===== src/sv/b64d_pkg.sv =====
// b64d_pkg: shared types, constants and functions of the base64 stream decoder
// no dependencies; imported by every module of the block
`default_nettype none

package b64d_pkg;

    localparam int unsigned QDepth = 4;
    localparam int unsigned QPtrW  = $clog2(QDepth);
    localparam int unsigned QCntW  = $clog2(QDepth + 1);

    localparam logic [7:0] CH_PAD   = 8'h3d;
    localparam logic [7:0] CH_PLUS  = 8'h2b;
    localparam logic [7:0] CH_SLASH = 8'h2f;
    localparam logic [7:0] CH_UPPER = 8'h41;
    localparam logic [7:0] CH_LOWER = 8'h61;
    localparam logic [7:0] CH_DIGIT = 8'h30;
    localparam logic [7:0] VAL_BAD  = 8'hff;

    localparam logic [7:0] MASK_HI2 = 8'h30;
    localparam logic [7:0] MASK_LO4 = 8'h0f;
    localparam logic [7:0] MASK_MID = 8'h3c;
    localparam logic [7:0] MASK_LO2 = 8'h03;

    // one step's worth of results: one to three bytes or a bare end marker
    typedef struct packed {
        logic [2:0][7:0] bytes;
        logic [1:0]      cnt;
        logic            has_data;
        logic            eos;
        logic            err;
    } t_bundle;

    typedef struct packed {
        logic full;
        logic empty;
    } t_q_stat;

    typedef struct packed {
        logic [7:0] value;
        logic       bad;
    } t_sextet;

    function automatic t_sextet sextet_of(input logic [7:0] c);
        t_sextet s;
        s.bad = 1'b0;
        if (c inside {[8'h41:8'h5a]}) begin
            s.value = c - CH_UPPER;
        end else if (c inside {[8'h61:8'h7a]}) begin
            s.value = c - CH_LOWER + 8'd26;
        end else if (c inside {[8'h30:8'h39]}) begin
            s.value = c - CH_DIGIT + 8'd52;
        end else if (c == CH_PLUS) begin
            s.value = 8'd62;
        end else if (c == CH_SLASH) begin
            s.value = 8'd63;
        end else begin
            s.value = VAL_BAD;
            s.bad   = 1'b1;
        end
        return s;
    endfunction

    function automatic logic [2:0][7:0] group_bytes(input logic [7:0] v0, input logic [7:0] v1,
                                                    input logic [7:0] v2, input logic [7:0] v3);
        logic [2:0][7:0] b;
        b[0] = {v0[5:0], 2'b00} + ((v1 & MASK_HI2) >> 4);
        b[1] = {v1[3:0] & MASK_LO4[3:0], 4'b0000} + ((v2 & MASK_MID) >> 2);
        b[2] = {v2[1:0] & MASK_LO2[1:0], 6'b000000} + v3;
        return b;
    endfunction

endpackage

`default_nettype wire


===== src/sv/b64d_if.sv =====
// b64d_char_if / b64d_byte_if: valid-ready channels of the base64 stream decoder
// no dependencies
`default_nettype none

interface b64d_char_if;
    logic       valid;
    logic       ready;
    logic [7:0] in_char;
    logic       in_last;

    modport source (output valid, output in_char, output in_last, input ready);
    modport sink   (input valid, input in_char, input in_last, output ready);
endinterface

interface b64d_byte_if;
    logic       valid;
    logic       ready;
    logic [7:0] out_byte;
    logic       byte_valid;
    logic       end_of_string;
    logic       bad_char_seen;

    modport source (output valid, output out_byte, output byte_valid,
                    output end_of_string, output bad_char_seen, input ready);
    modport sink   (input valid, input out_byte, input byte_valid,
                    input end_of_string, input bad_char_seen, output ready);
endinterface

`default_nettype wire


===== src/sv/b64d_front.sv =====
// b64d_front: takes characters, maps them to sextets, collects groups, builds result bundles
// depends on b64d_pkg and b64d_char_if
`default_nettype none

module b64d_front
    import b64d_pkg::*;
(
    input  wire logic    i_clk,
    input  wire logic    i_rst_n,
    b64d_char_if.sink    i_char,
    input  wire t_q_stat i_q_stat,
    output logic         o_push,
    output t_bundle      o_bundle
);

    logic [2:0][7:0] r_vals;
    logic [2:0][7:0] n_vals;
    logic [1:0]      r_phase;
    logic [1:0]      n_phase;
    logic            r_pad;
    logic            n_pad;
    logic            r_err;
    logic            n_err;
    logic            accept;
    logic            grp_full;
    logic            flush;
    t_sextet         sx;
    logic [7:0]      w1;
    logic [7:0]      w2;

    assign i_char.ready = !i_q_stat.full;
    assign accept       = i_char.valid && i_char.ready;

    always_comb begin
        sx       = sextet_of(i_char.in_char);
        n_vals   = r_vals;
        n_phase  = r_phase;
        n_pad    = r_pad;
        n_err    = r_err;
        grp_full = 1'b0;
        flush    = 1'b0;
        o_bundle = '0;

        if (!r_pad) begin
            if (i_char.in_char == CH_PAD) begin
                n_pad = 1'b1;
                flush = 1'b1;
            end else begin
                if (sx.bad) begin
                    n_err = 1'b1;
                end
                if (r_phase == 2'd3) begin
                    grp_full = 1'b1;
                    n_phase  = 2'd0;
                end else begin
                    n_vals[r_phase] = sx.value;
                    n_phase         = r_phase + 2'd1;
                end
            end
        end
        if (i_char.in_last) begin
            flush = 1'b1;
        end

        // partial group: n values give n-1 bytes
        w1 = (n_phase >= 2'd2) ? n_vals[1] : 8'd0;
        w2 = (n_phase == 2'd3) ? n_vals[2] : 8'd0;

        if (grp_full) begin
            o_bundle.bytes    = group_bytes(r_vals[0], r_vals[1], r_vals[2], sx.value);
            o_bundle.cnt      = 2'd3;
            o_bundle.has_data = 1'b1;
        end else if (flush && n_phase >= 2'd2) begin
            o_bundle.bytes    = group_bytes(n_vals[0], w1, w2, 8'd0);
            o_bundle.cnt      = n_phase - 2'd1;
            o_bundle.has_data = 1'b1;
        end else if (i_char.in_last) begin
            o_bundle.cnt      = 2'd1;
            o_bundle.has_data = 1'b0;
        end
        o_bundle.eos = i_char.in_last;
        o_bundle.err = n_err;

        if (flush) begin
            n_phase = 2'd0;
        end
        if (i_char.in_last) begin
            n_pad = 1'b0;
        end
    end

    assign o_push = accept && (o_bundle.cnt != 2'd0);

    always_ff @(posedge i_clk) begin
        if (accept) begin
            r_vals <= n_vals;
        end
    end

    always_ff @(posedge i_clk) begin
        if (!i_rst_n) begin
            r_phase <= 2'd0;
            r_pad   <= 1'b0;
            r_err   <= 1'b0;
        end else if (accept) begin
            r_phase <= n_phase;
            r_pad   <= n_pad;
            r_err   <= n_err;
        end
    end

endmodule

`default_nettype wire


===== src/sv/b64d_queue.sv =====
// b64d_queue: short bundle queue between the front and back parts
// depends on b64d_pkg
`default_nettype none

module b64d_queue
    import b64d_pkg::*;
(
    input  wire logic    i_clk,
    input  wire logic    i_rst_n,
    input  wire logic    i_push,
    input  wire t_bundle i_data,
    input  wire logic    i_pop,
    output t_bundle      o_head,
    output t_q_stat      o_stat
);

    t_bundle           r_mem [QDepth];
    logic [QPtrW-1:0]  r_wr;
    logic [QPtrW-1:0]  r_rd;
    logic [QCntW-1:0]  r_cnt;
    logic              do_push;
    logic              do_pop;

    assign o_stat.full  = (r_cnt == QCntW'(QDepth));
    assign o_stat.empty = (r_cnt == '0);
    assign do_push      = i_push && !o_stat.full;
    assign do_pop       = i_pop && !o_stat.empty;
    assign o_head       = r_mem[r_rd];

    always_ff @(posedge i_clk) begin
        if (do_push) begin
            r_mem[r_wr] <= i_data;
        end
    end

    always_ff @(posedge i_clk) begin
        if (!i_rst_n) begin
            r_wr  <= '0;
            r_rd  <= '0;
            r_cnt <= '0;
        end else begin
            if (do_push) begin
                r_wr <= r_wr + 1'b1;
            end
            if (do_pop) begin
                r_rd <= r_rd + 1'b1;
            end
            case ({do_push, do_pop})
                2'b10:   r_cnt <= r_cnt + 1'b1;
                2'b01:   r_cnt <= r_cnt - 1'b1;
                default: r_cnt <= r_cnt;
            endcase
        end
    end

endmodule

`default_nettype wire


===== src/sv/b64d_back.sv =====
// b64d_back: unpacks bundles into single results behind an output register
// depends on b64d_pkg and b64d_byte_if
`default_nettype none

module b64d_back
    import b64d_pkg::*;
(
    input  wire logic    i_clk,
    input  wire logic    i_rst_n,
    input  wire t_bundle i_head,
    input  wire t_q_stat i_q_stat,
    output logic         o_pop,
    b64d_byte_if.source  o_byte
);

    logic       r_valid;
    logic [7:0] r_byte;
    logic       r_data;
    logic       r_eos;
    logic       r_err;
    logic [1:0] r_idx;
    logic       load;
    logic       at_end;

    assign load   = !i_q_stat.empty && (!r_valid || o_byte.ready);
    assign at_end = (r_idx == i_head.cnt - 2'd1);
    assign o_pop  = load && at_end;

    assign o_byte.valid         = r_valid;
    assign o_byte.out_byte      = r_byte;
    assign o_byte.byte_valid    = r_data;
    assign o_byte.end_of_string = r_eos;
    assign o_byte.bad_char_seen = r_err;

    always_ff @(posedge i_clk) begin
        if (load) begin
            r_byte <= i_head.has_data ? i_head.bytes[r_idx] : 8'd0;
            r_data <= i_head.has_data;
            r_eos  <= i_head.eos && at_end;
            r_err  <= i_head.err;
        end
    end

    always_ff @(posedge i_clk) begin
        if (!i_rst_n) begin
            r_valid <= 1'b0;
            r_idx   <= 2'd0;
        end else begin
            if (load) begin
                r_valid <= 1'b1;
                r_idx   <= at_end ? 2'd0 : r_idx + 2'd1;
            end else if (o_byte.ready) begin
                r_valid <= 1'b0;
            end
        end
    end

endmodule

`default_nettype wire


===== src/sv/base64_stream_decoder.sv =====
// base64_stream_decoder: top level of the streaming base64 decoder
// depends on b64d_pkg, b64d_if, b64d_front, b64d_queue and b64d_back
//
// usage
//   i_char carries one encoded character per transfer, in_last flags the
//   final character of a string. o_byte carries one decoded byte per
//   transfer; byte_valid low marks a bare end marker, end_of_string is set
//   on the last result of each string, bad_char_seen is sticky until reset.
//   one character is taken per cycle while the queue is not full; a full
//   group of four gives three bytes, a padded or cut group of n characters
//   gives n-1 bytes. a bundle enters the four-entry queue at its transfer,
//   and the output register loads its results from the queue head when free.
//   while the receiver is ready, the output register emits one result per
//   cycle, so a group of four characters drains faster than it arrives and
//   the input keeps its full rate.
//   when the receiver stalls, results stay in the output register and the
//   queue; i_char.ready drops only once the queue is full.
//   synchronous reset clears group phase, pad and error state and empties
//   the queue; no clearing pass is needed.
`default_nettype none

module base64_stream_decoder
    import b64d_pkg::*;
(
    input  wire logic   i_clk,
    input  wire logic   i_rst_n,
    b64d_char_if.sink   i_char,
    b64d_byte_if.source o_byte
);

    logic    push;
    logic    pop;
    t_bundle push_data;
    t_bundle head;
    t_q_stat q_stat;

    b64d_front u_front (
        .i_clk    (i_clk),
        .i_rst_n  (i_rst_n),
        .i_char   (i_char),
        .i_q_stat (q_stat),
        .o_push   (push),
        .o_bundle (push_data)
    );

    b64d_queue u_queue (
        .i_clk   (i_clk),
        .i_rst_n (i_rst_n),
        .i_push  (push),
        .i_data  (push_data),
        .i_pop   (pop),
        .o_head  (head),
        .o_stat  (q_stat)
    );

    b64d_back u_back (
        .i_clk    (i_clk),
        .i_rst_n  (i_rst_n),
        .i_head   (head),
        .i_q_stat (q_stat),
        .o_pop    (pop),
        .o_byte   (o_byte)
    );

    // a bare marker always closes a string
    a_marker_ends: assert property (@(posedge i_clk) disable iff (!i_rst_n)
        (o_byte.valid && !o_byte.byte_valid) |-> o_byte.end_of_string)
        else $error("end marker without end_of_string");

    a_marker_zero: assert property (@(posedge i_clk) disable iff (!i_rst_n)
        (o_byte.valid && !o_byte.byte_valid) |-> (o_byte.out_byte == 8'd0))
        else $error("end marker with nonzero byte");

    a_err_sticky: assert property (@(posedge i_clk) disable iff (!i_rst_n)
        (o_byte.valid && $past(o_byte.valid && o_byte.bad_char_seen)) |-> o_byte.bad_char_seen)
        else $error("bad_char_seen dropped");

    a_no_push_full: assert property (@(posedge i_clk) disable iff (!i_rst_n)
        push |-> !q_stat.full)
        else $error("queue overflow");

endmodule

`default_nettype wire

===== src/flat_wrapper.sv =====
// flat-port wrapper written by rule: the top's interface ports become plain ports
module base64_stream_decoder_flat import b64d_pkg::*;
  (i_clk, i_rst_n, i_char_valid, i_char_in_char, i_char_in_last, i_char_ready, o_byte_valid, o_byte_out_byte, o_byte_byte_valid, o_byte_end_of_string, o_byte_bad_char_seen, o_byte_ready);
  b64d_char_if i_char_i ();
  b64d_byte_if o_byte_i ();
  input  wire logic i_clk;
  input  wire logic i_rst_n;
  input wire logic [$bits(i_char_i.valid)-1:0] i_char_valid;
  input wire logic [$bits(i_char_i.in_char)-1:0] i_char_in_char;
  input wire logic [$bits(i_char_i.in_last)-1:0] i_char_in_last;
  output wire logic [$bits(i_char_i.ready)-1:0] i_char_ready;
  output wire logic [$bits(o_byte_i.valid)-1:0] o_byte_valid;
  output wire logic [$bits(o_byte_i.out_byte)-1:0] o_byte_out_byte;
  output wire logic [$bits(o_byte_i.byte_valid)-1:0] o_byte_byte_valid;
  output wire logic [$bits(o_byte_i.end_of_string)-1:0] o_byte_end_of_string;
  output wire logic [$bits(o_byte_i.bad_char_seen)-1:0] o_byte_bad_char_seen;
  input wire logic [$bits(o_byte_i.ready)-1:0] o_byte_ready;
  assign i_char_i.valid = i_char_valid;
  assign i_char_i.in_char = i_char_in_char;
  assign i_char_i.in_last = i_char_in_last;
  assign i_char_ready = i_char_i.ready;
  assign o_byte_valid = o_byte_i.valid;
  assign o_byte_out_byte = o_byte_i.out_byte;
  assign o_byte_byte_valid = o_byte_i.byte_valid;
  assign o_byte_end_of_string = o_byte_i.end_of_string;
  assign o_byte_bad_char_seen = o_byte_i.bad_char_seen;
  assign o_byte_i.ready = o_byte_ready;
  base64_stream_decoder u_core (.i_clk(i_clk), .i_rst_n(i_rst_n), .i_char(i_char_i), .o_byte(o_byte_i));
endmodule

===== config.mk =====
export PLATFORM = sky130hd
export DESIGN_NAME = base64_stream_decoder_flat
export DESIGN_NICKNAME = d
export VERILOG_FILES = /design/src/sv/b64d_pkg.sv /design/src/sv/b64d_if.sv /design/src/sv/b64d_front.sv /design/src/sv/b64d_queue.sv /design/src/sv/b64d_back.sv /design/src/sv/base64_stream_decoder.sv /design/src/flat_wrapper.sv
export SDC_FILE = /design/constraint.sdc
export NUM_CORES = 1
export LEC_CHECK = 0
export ABC_CLOCK_PERIOD_IN_PS = 10500
export BUFFER_PORTS_ARGS = -buffer_cell sky130_fd_sc_hd__buf_4
export CORE_MARGIN = 2
export CORE_UTILIZATION = 60
export CTS_CLUSTER_SIZE = 10
export DETAILED_ROUTE_END_ITERATION = 10
export MAX_ROUTING_LAYER = met4
export PLACE_DENSITY = 0.87
export SYNTH_ARGS = -nofsm -noshare
export SYNTH_HDL_FRONTEND = slang
export SYNTH_SLANG_ARGS = --single-unit

===== constraint.sdc =====
create_clock -name i_clk -period 10.5 [get_ports i_clk]
set_clock_uncertainty 0.15 [all_clocks]
set_input_delay 2.1 -clock i_clk [delete_from_list [all_inputs] [get_ports i_clk]]
set_output_delay 2.1 -clock i_clk [all_outputs]
set_load 0.05 [all_outputs]

======== Word level (Yosys, flattened, before mapping) ========
Memory sizes are Yosys's and may differ from the RTL's. A register that Yosys moved wholly into a read port is not among the register bits.
Cells that the tools add are included.
storage, ports and cells
  flip-flop bits (word level) ............. 49
  bits in writable memories ............... 116
  input port bits ......................... 13
  output and inout bits ................... 13
  word-level logic and storage cells ...... 125
  memories ................................ 1
operators by class
  $add $sub $neg .......................... 18
  order comparisons ....................... 10
  equality and inequality tests ........... 9
  mux-type cells .......................... 47
  bitwise gates (word level) .............. 3
  reduce and logical (&&, ||, !) cells .... 21
memories
  memory                words  bits a word  read ports  clocked after memory_dff  wr ports  line              RTL
  u_core.u_queue.r_mem  4      29           1           1                         1         b64d_queue.sv:17  t_bundle r_mem [QDepth];
operators by type and width
  operator                                                           number
  two-way mux 24 bit                                                 4
  two-way mux 8 bit                                                  7
  two-way mux 27 bit                                                 1
  bitwise mux 24 bit                                                 1
  == test 8 x 6 -> 1 bit, second input constant                      3
  two-way mux 1 bit                                                  20
  adder 8 x 2 -> 8 bit                                               2
  adder 8 x 4 -> 8 bit                                               2
  binary-select mux 8 bit (select 2 bit)                             1
  demux 8 bit (select 2 bit)                                         1
  greater-or-equal comparator 8 x 7 -> 1 bit, second input constant  2
  <= comparator 8 x 7 -> 1 bit, second input constant                2
  two-way mux 2 bit                                                  8
  subtractor 8 x 7 -> 8 bit, second input constant                   2
  logical AND 1 bit                                                  12
  two-way mux 6 bit                                                  2
  adder 2 x 1 -> 2 bit, second input constant                        4
  adder 8 x 5 -> 8 bit, second input constant                        1
  adder 8 x 6 -> 8 bit, second input constant                        1
  adder 8 bit                                                        1
  greater-or-equal comparator 8 x 6 -> 1 bit, second input constant  1
  <= comparator 8 x 6 -> 1 bit, second input constant                1
  subtractor 8 x 6 -> 8 bit, second input constant                   1
  == test 2 bit, second input constant                               3
  17 further kinds                                                   25

======== Logic depth before layout (Yosys ltp) ========
  depth in word-level cells ............... 19
  gate-level depth with buffers ........... 17
  mapped depth without buffers ............ 16

======== Modules after synthesis ========
Synthesis repeated with hierarchy kept, for this count alone.
unflattened totals
  cells, all modules ...................... 522
  area total of the unflattened synthesis .. 7505.9 um2
modules (own cells, without submodules)
  module      instances  cells each  area each (um2)  sequential area each (um2)
  b64d_queue  1          205         4689.5           3663.5
  b64d_front  1          246         2054.5           620.6
  b64d_back   1          71          762.0            390.4

======== Worst setup path after synthesis ========
Ideal clock, no wire load.
  path kind ............................... input-to-reg
  start point ............................. input port i_char_in_char[1]
  end point ............................... register u_core.u_queue.r_cnt[2]
  setup time .............................. 71 ps
  arrival ................................. 4996 ps
  required time ........................... 10279 ps
  slack ................................... 5283 ps
  cell stages on the path ................. 16
  buffers on the path ..................... 1
  cells stage by stage .................... inv_1 ha_1 and2_0 buf_2 a2111oi_1 or2_2 ha_1 o21ai_0 a22o_1 inv_2 ha_1 inv_1 fa_1 xor2_1 or3_1 a21oi_1
between the ends
  longest elaborated chain between the ends .. 12
  elaborated cells between the ends (all ways) .. 20
  classes of those cells .................. add/sub (1); order compare (1); eq/ne (3); mux (10); reduce/logical (5)
RTL lines
  element                                                                 line                                RTL
  from (decl)                                                             flat_wrapper.sv:9                   input wire logic [$bits(i_char_i.in_char)-1:0] i_char_in_char;
  == test 8 x 6 -> 1 bit (*)                                              b64d_front.sv:45                    if (i_char.in_char == CH_PAD) begin
  two-way mux 2 bit or two-way mux 1 bit (tied branches)                  b64d_front.sv:45
  two-way mux 2 bit or two-way mux 1 bit (tied branches)                  b64d_front.sv:44                    if (!r_pad) begin
  greater-or-equal comparator 2 bit or two-way mux 1 bit (tied branches)  b64d_front.sv:73, b64d_front.sv:61
  logical AND 1 bit                                                       b64d_front.sv:73                    end else if (flush && n_phase >= 2'd2) begin
  two-way mux 3 bit                                                       b64d_front.sv:73
  two-way mux 27 bit (*)                                                  b64d_front.sv:69                    if (grp_full) begin
  nonzero test 2 bit (*)                                                  b64d_front.sv:92                    assign o_push = accept && (o_bundle.cnt != 2'd0);
  logical AND 1 bit (*)                                                   b64d_front.sv:92
  logical AND 1 bit (*)                                                   b64d_queue.sv:26                    assign do_push = i_push && !o_stat.full;
  == test 2 x 1 -> 1 bit or == test 2 bit (tied branches)                 b64d_queue.sv:48                    case ({do_push, do_pop})
  case mux 3 bit (2 select lines) or nonzero test 2 bit (tied branches)   -
  to (signal assigned)                                                    b64d_queue.sv:49                    2'b10: r_cnt <= r_cnt + 1'b1;
  to (signal assigned)                                                    b64d_queue.sv:50                    2'b01: r_cnt <= r_cnt - 1'b1;
  to (signal assigned)                                                    b64d_queue.sv:51                    default: r_cnt <= r_cnt;
  to (decl)                                                               b64d_queue.sv:20                    logic [QCntW-1:0] r_cnt;
Every way passes the cells marked *; elsewhere a longest branch is shown, timed or not.
A chain may end at the register's enable or synchronous reset.

======== Final worst setup path ========
Ends and elaborated chain as after synthesis.

==> results_dict.tcl <==
set metrics [dict create \
    vdd_ir_drop_max_v 0.0001682 \
    report.final.setup_viol 0 \
    clock_edge_transition_at_the_registers_on_the_reported_setup_and_hold_paths_ns 0.06 \
    min_to "u_core.u_queue.r_rd[1]$_SDFFE_PN0P_" \
    antenna_violating_nets_post_route 0 \
    port_buffers 25 \
    synth.most_common_cell "sky130_fd_sc_hd__edfxtp_1" \
    final_layout_size_suffix_gt1_share_pct 19.02 \
    run_status "finished, final reports clean" \
    cts.root.buffer_cell "sky130_fd_sc_hd__clkbuf_16" \
    fin_nets 572 \
    path_cells "buf_4 > inv_1 > ha_1 > and2_0 > a2111oi_1 > or2_2 > ha_1 > o21ai_0 > a22o_1 > inv_2 > ha_1 > inv_1 > fa_1 > xor2_1 > or3_1 > a21oi_1" \
    worst_slew_pin_slew_ns 0.8855 \
    antennaDiodeCount 0 \
    synthCells 513 \
    netlist_top_cells_area "sky130_fd_sc_hd__edfxtp_1, sky130_fd_sc_hd__mux4_2, sky130_fd_sc_hd__dfxtp_1, sky130_fd_sc_hd__ha_1, sky130_fd_sc_hd__nand2_1" \
    layout-area-overhead-vs-synth_pct 12.87 \
    final_layout_worst_hold_slack_ns 0.3507 \
    synth_mux_area_share_pct 10.58 \
    vias 4485 \
    drtPass1Iterations 5 \
    totalWireLength_um 15390 \
    critPathMaxFanout 8 \
    tritoncts_clock_tree "built" \
    yosys.area_share.simple_pct 8.598 \
    rsz0062_at_grt "no" \
    placeableCoreArea_um2 12060 \
    maximum_number_of_pins_on_one_net_before_global_route_repair 30 \
    synthDominantAreaCellType "sky130_fd_sc_hd__edfxtp_1" \
    timing.hold.worst_path_depth 2 \
    post-route-period-util_pct 52.42 \
    reg2reg_from "u_core.u_front.r_phase[0]$_SDFFE_PN0P_" \
    fin_setup_tns_ns 0 \
    post_cts_resized 0 \
    drv.max_cap_violation_count 0 \
    timing.slew.headroom_pct 40.91 \
    fillers 759 \
    die_area_um2 13300 \
    finalMaxSlewViolations 0 \
    initial_utilization_pct 61.65 \
    ys_async_rst_share_pct 0 \
    p_per_area_nw_per_um2 206.5 \
    antenna_violations_before_repair 0 \
    r2r-end "u_core.u_queue.r_cnt[2]$_SDFFE_PN0P_" \
    r2r_setup_slack_ns 6.81 \
    standard_cell_row_count 40 \
    crit_start "i_char_in_char[1]" \
    critical_path.top_delay_family "adder cells" \
    first_global_vias 4332 \
    dp_hpwl_um 9632 \
    cts-htree-levels 4 \
    drc 0 \
    yosys_register_bits 161 \
    largest_family_of_logic_cells_by_synthesized_area "multiplexers" \
    synth_top_flop_cell "sky130_fd_sc_hd__edfxtp_1" \
    floorplan.die.width_um 115.3 \
    timing_worst_setup_path_type "input pin to flop" \
    startpoint_type "input pin" \
    ys_top_cells_by_count "sky130_fd_sc_hd__edfxtp_1, sky130_fd_sc_hd__nand2_1, sky130_fd_sc_hd__mux4_2, sky130_fd_sc_hd__inv_1, sky130_fd_sc_hd__o21ai_0" \
    cts_made_buffers 17 \
    max_freq_ghz 0.1817 \
    final_period_minus_worst_setup_slack_ns 5.504 \
    timing.hold.worst.class "flop to flop" \
    synth-seq-area-share_pct 62.86 \
    reg2regPathDepth 13 \
    timing.critical_path.slowest_stage_cell "sky130_fd_sc_hd__fa_1" \
    min_from "u_core.u_queue.r_rd[1]$_SDFFE_PN0P_" \
    netlist.area_leader.share_pct 58.56 \
    synth-xor-area-share_pct 1.043 \
    clk_sinks 161 \
    avgViaCountPerCell 6.229 \
    die-height_um 115.3 \
    critPathRequiredTime_ns 10.69 \
    worst-endpoint-arrival_ns 5.69 \
    detail_route.wl_per_cell_um 21.38 \
    leakagePower_nw 2.862 \
    synth.cell_area_um2 7436 \
    cts.repair_timing.setup_buffer_count 0 \
    critical_path.endpoint_type "flop" \
    insertion_delay_of_the_later_clocked_pin_in_the_worst_skew_pair_ns 0.41 \
    synth_edf_count 145 \
    cpPeakStageDelay_ns 0.44 \
    first_iter_violations 470 \
    cts-root-to-sink-buffers 2 \
    all_layer_global_routing_usage_pct 25.15 \
    gp_routability_congestion 0.8675 \
    final_area_um2 8393 \
    dpl-instance-area_um2 7762 \
    cp_num_buf_inv 4 \
    grt_overflow 0 \
    power.total_mw 1.733 \
    design.portCount 26 \
    post_synth_fa_ha_maj_area_fraction_pct 3.466 \
    postSynthAreaPerCell_um2 14.49 \
    synth_fp_nets 546 \
    path_common_cell "sky130_fd_sc_hd__ha_1" \
    grt_first_pass_wirelength_um 24140 \
    synthesis.yosys.warnings 0 \
    ctsHoldBuffers 0 \
    finalHoldViolCount 0 \
    yosysUniqueCellTypes 68 \
    area_fraction_in_compound_gates_after_synthesis_pct 10.45 \
]
[power breakdown]
| part | switching, mW | total (mW) | internal, mW | leakage [nW] |
|---|---|---|---|---|
| clock | 0.233 | 0.638 | 0.405 | 0.309 |
| combinational | 0.193 | 0.308 | 0.115 | 1.05 |
| sequential | 0.0304 | 0.787 | 0.757 | 1.50 |
[layout by cell type, fill, tap and decap left out, types with 4 or more instances in the layout]
cell | synthesis | layout
sky130_fd_sc_hd__edfxtp_1 | 145 | 145
sky130_fd_sc_hd__nand2_1 | 40 | 40
sky130_fd_sc_hd__buf_4 | 0 | 31
sky130_fd_sc_hd__mux4_2 | 29 | 29
sky130_fd_sc_hd__inv_1 | 27 | 27
sky130_fd_sc_hd__o21ai_0 | 21 | 21
sky130_fd_sc_hd__clkbuf_16 | 0 | 20
sky130_fd_sc_hd__ha_1 | 19 | 19
sky130_fd_sc_hd__nor2_1 | 17 | 17
sky130_fd_sc_hd__and2_1 | 16 | 16
sky130_fd_sc_hd__o2bb2ai_1 | 16 | 16
sky130_fd_sc_hd__dfxtp_1 | 16 | 15
sky130_fd_sc_hd__nand3_1 | 13 | 13
sky130_fd_sc_hd__mux2i_1 | 12 | 12
sky130_fd_sc_hd__a21oi_1 | 9 | 9
sky130_fd_sc_hd__o22ai_1 | 9 | 9
sky130_fd_sc_hd__o21ai_1 | 9 | 9
sky130_fd_sc_hd__nor3_1 | 6 | 6
sky130_fd_sc_hd__nand2b_1 | 5 | 5
sky130_fd_sc_hd__nor2b_1 | 4 | 4
sky130_fd_sc_hd__a211oi_1 | 4 | 4
sky130_fd_sc_hd__xnor2_1 | 4 | 4
sky130_fd_sc_hd__a31oi_1 | 4 | 4
[flip-flops by register name, indices dropped and copies added (netlist names), named ones only]
signal / cells
u_core.u_front.r_err: 1
u_core.u_front.r_vals: 18
u_core.u_back.o_byte.out_byte: 8
u_core.u_back.o_byte.end_of_string: 1
u_core.u_back.o_byte.byte_valid: 1
u_core.u_front.r_phase: 2
u_core.u_queue.r_rd: 2
u_core.u_back.o_byte.bad_char_seen: 1
u_core.u_queue.r_cnt: 3
u_core.u_back.o_byte.valid: 1
u_core.u_queue.r_wr: 2
u_core.u_back.r_idx: 2
u_core.u_front.r_pad: 1
u_core.u_queue.r_mem: 116
[metrics by stage]
stage	cells	utilization (%)	setup slack (ns)
final	720	69.59	4.996
after floorplan	513	-	5.283
after global routing	720	69.59	4.857
after global placement	688	64.36	4.860
after detailed placement	688	64.36	4.640
after CTS	720	69.59	5.022
[layout make-up]
cell class | count | area (um2) | share of cell area, %
Inverter | 28 | 105.1 | 1.252
Tap cell | 168 | 210.2 | 2.504
Timing Repair Buffer | 31 | 232.7 | 2.773
Clock buffer | 25 | 539.3 | 6.425
Sequential cell | 161 | 4676 | 55.71
Multi-Input combinational cell | 300 | 2539 | 30.25
Clock inverter | 7 | 91.34 | 1.088
[worst reg2reg max path, delay by kind of cell, from the launching register on]
kind	cells	cell delay, ns
fa+ha+maj	4	1.38
xor+xnor	1	0.17
compound gates	4	0.62
buf+inv	2	0.19
flops	1	0.46
simple gates	2	0.65
[how the worst max path moves through the flow]
stage	end	depth (start not counted)
after global placement	u_core.u_queue.r_cnt[2]$_SDFFE_PN0P_	16
after detailed placement	u_core.u_queue.r_cnt[2]$_SDFFE_PN0P_	16
after floorplan	u_core.u_queue.r_cnt[2]$_SDFFE_PN0P_	16
after global routing	u_core.u_queue.r_cnt[2]$_SDFFE_PN0P_	16
final	u_core.u_queue.r_cnt[2]$_SDFFE_PN0P_	16
after CTS	u_core.u_queue.r_cnt[2]$_SDFFE_PN0P_	16
[per-layer routing]
layer	vias up	global-route usage [%]	part of all wire [%]
li1	2050	-	-
met1	2227	33.73	42
met2	193	40.43	51
met3	15	4.955	5.5
met4	0	5.542	0.86
met5	-	-	0
[kinds of logic after synthesis]
group,count (synthesis)
buffers and inverters,52
XOR/XNOR,8
AND/OR/NAND/NOR,122
flip-flops,161
AO/OA/AOI/OAI,108
adder cells (fa/ha/maj),20
multiplexers,42
(Power assumes the default switching activity.)
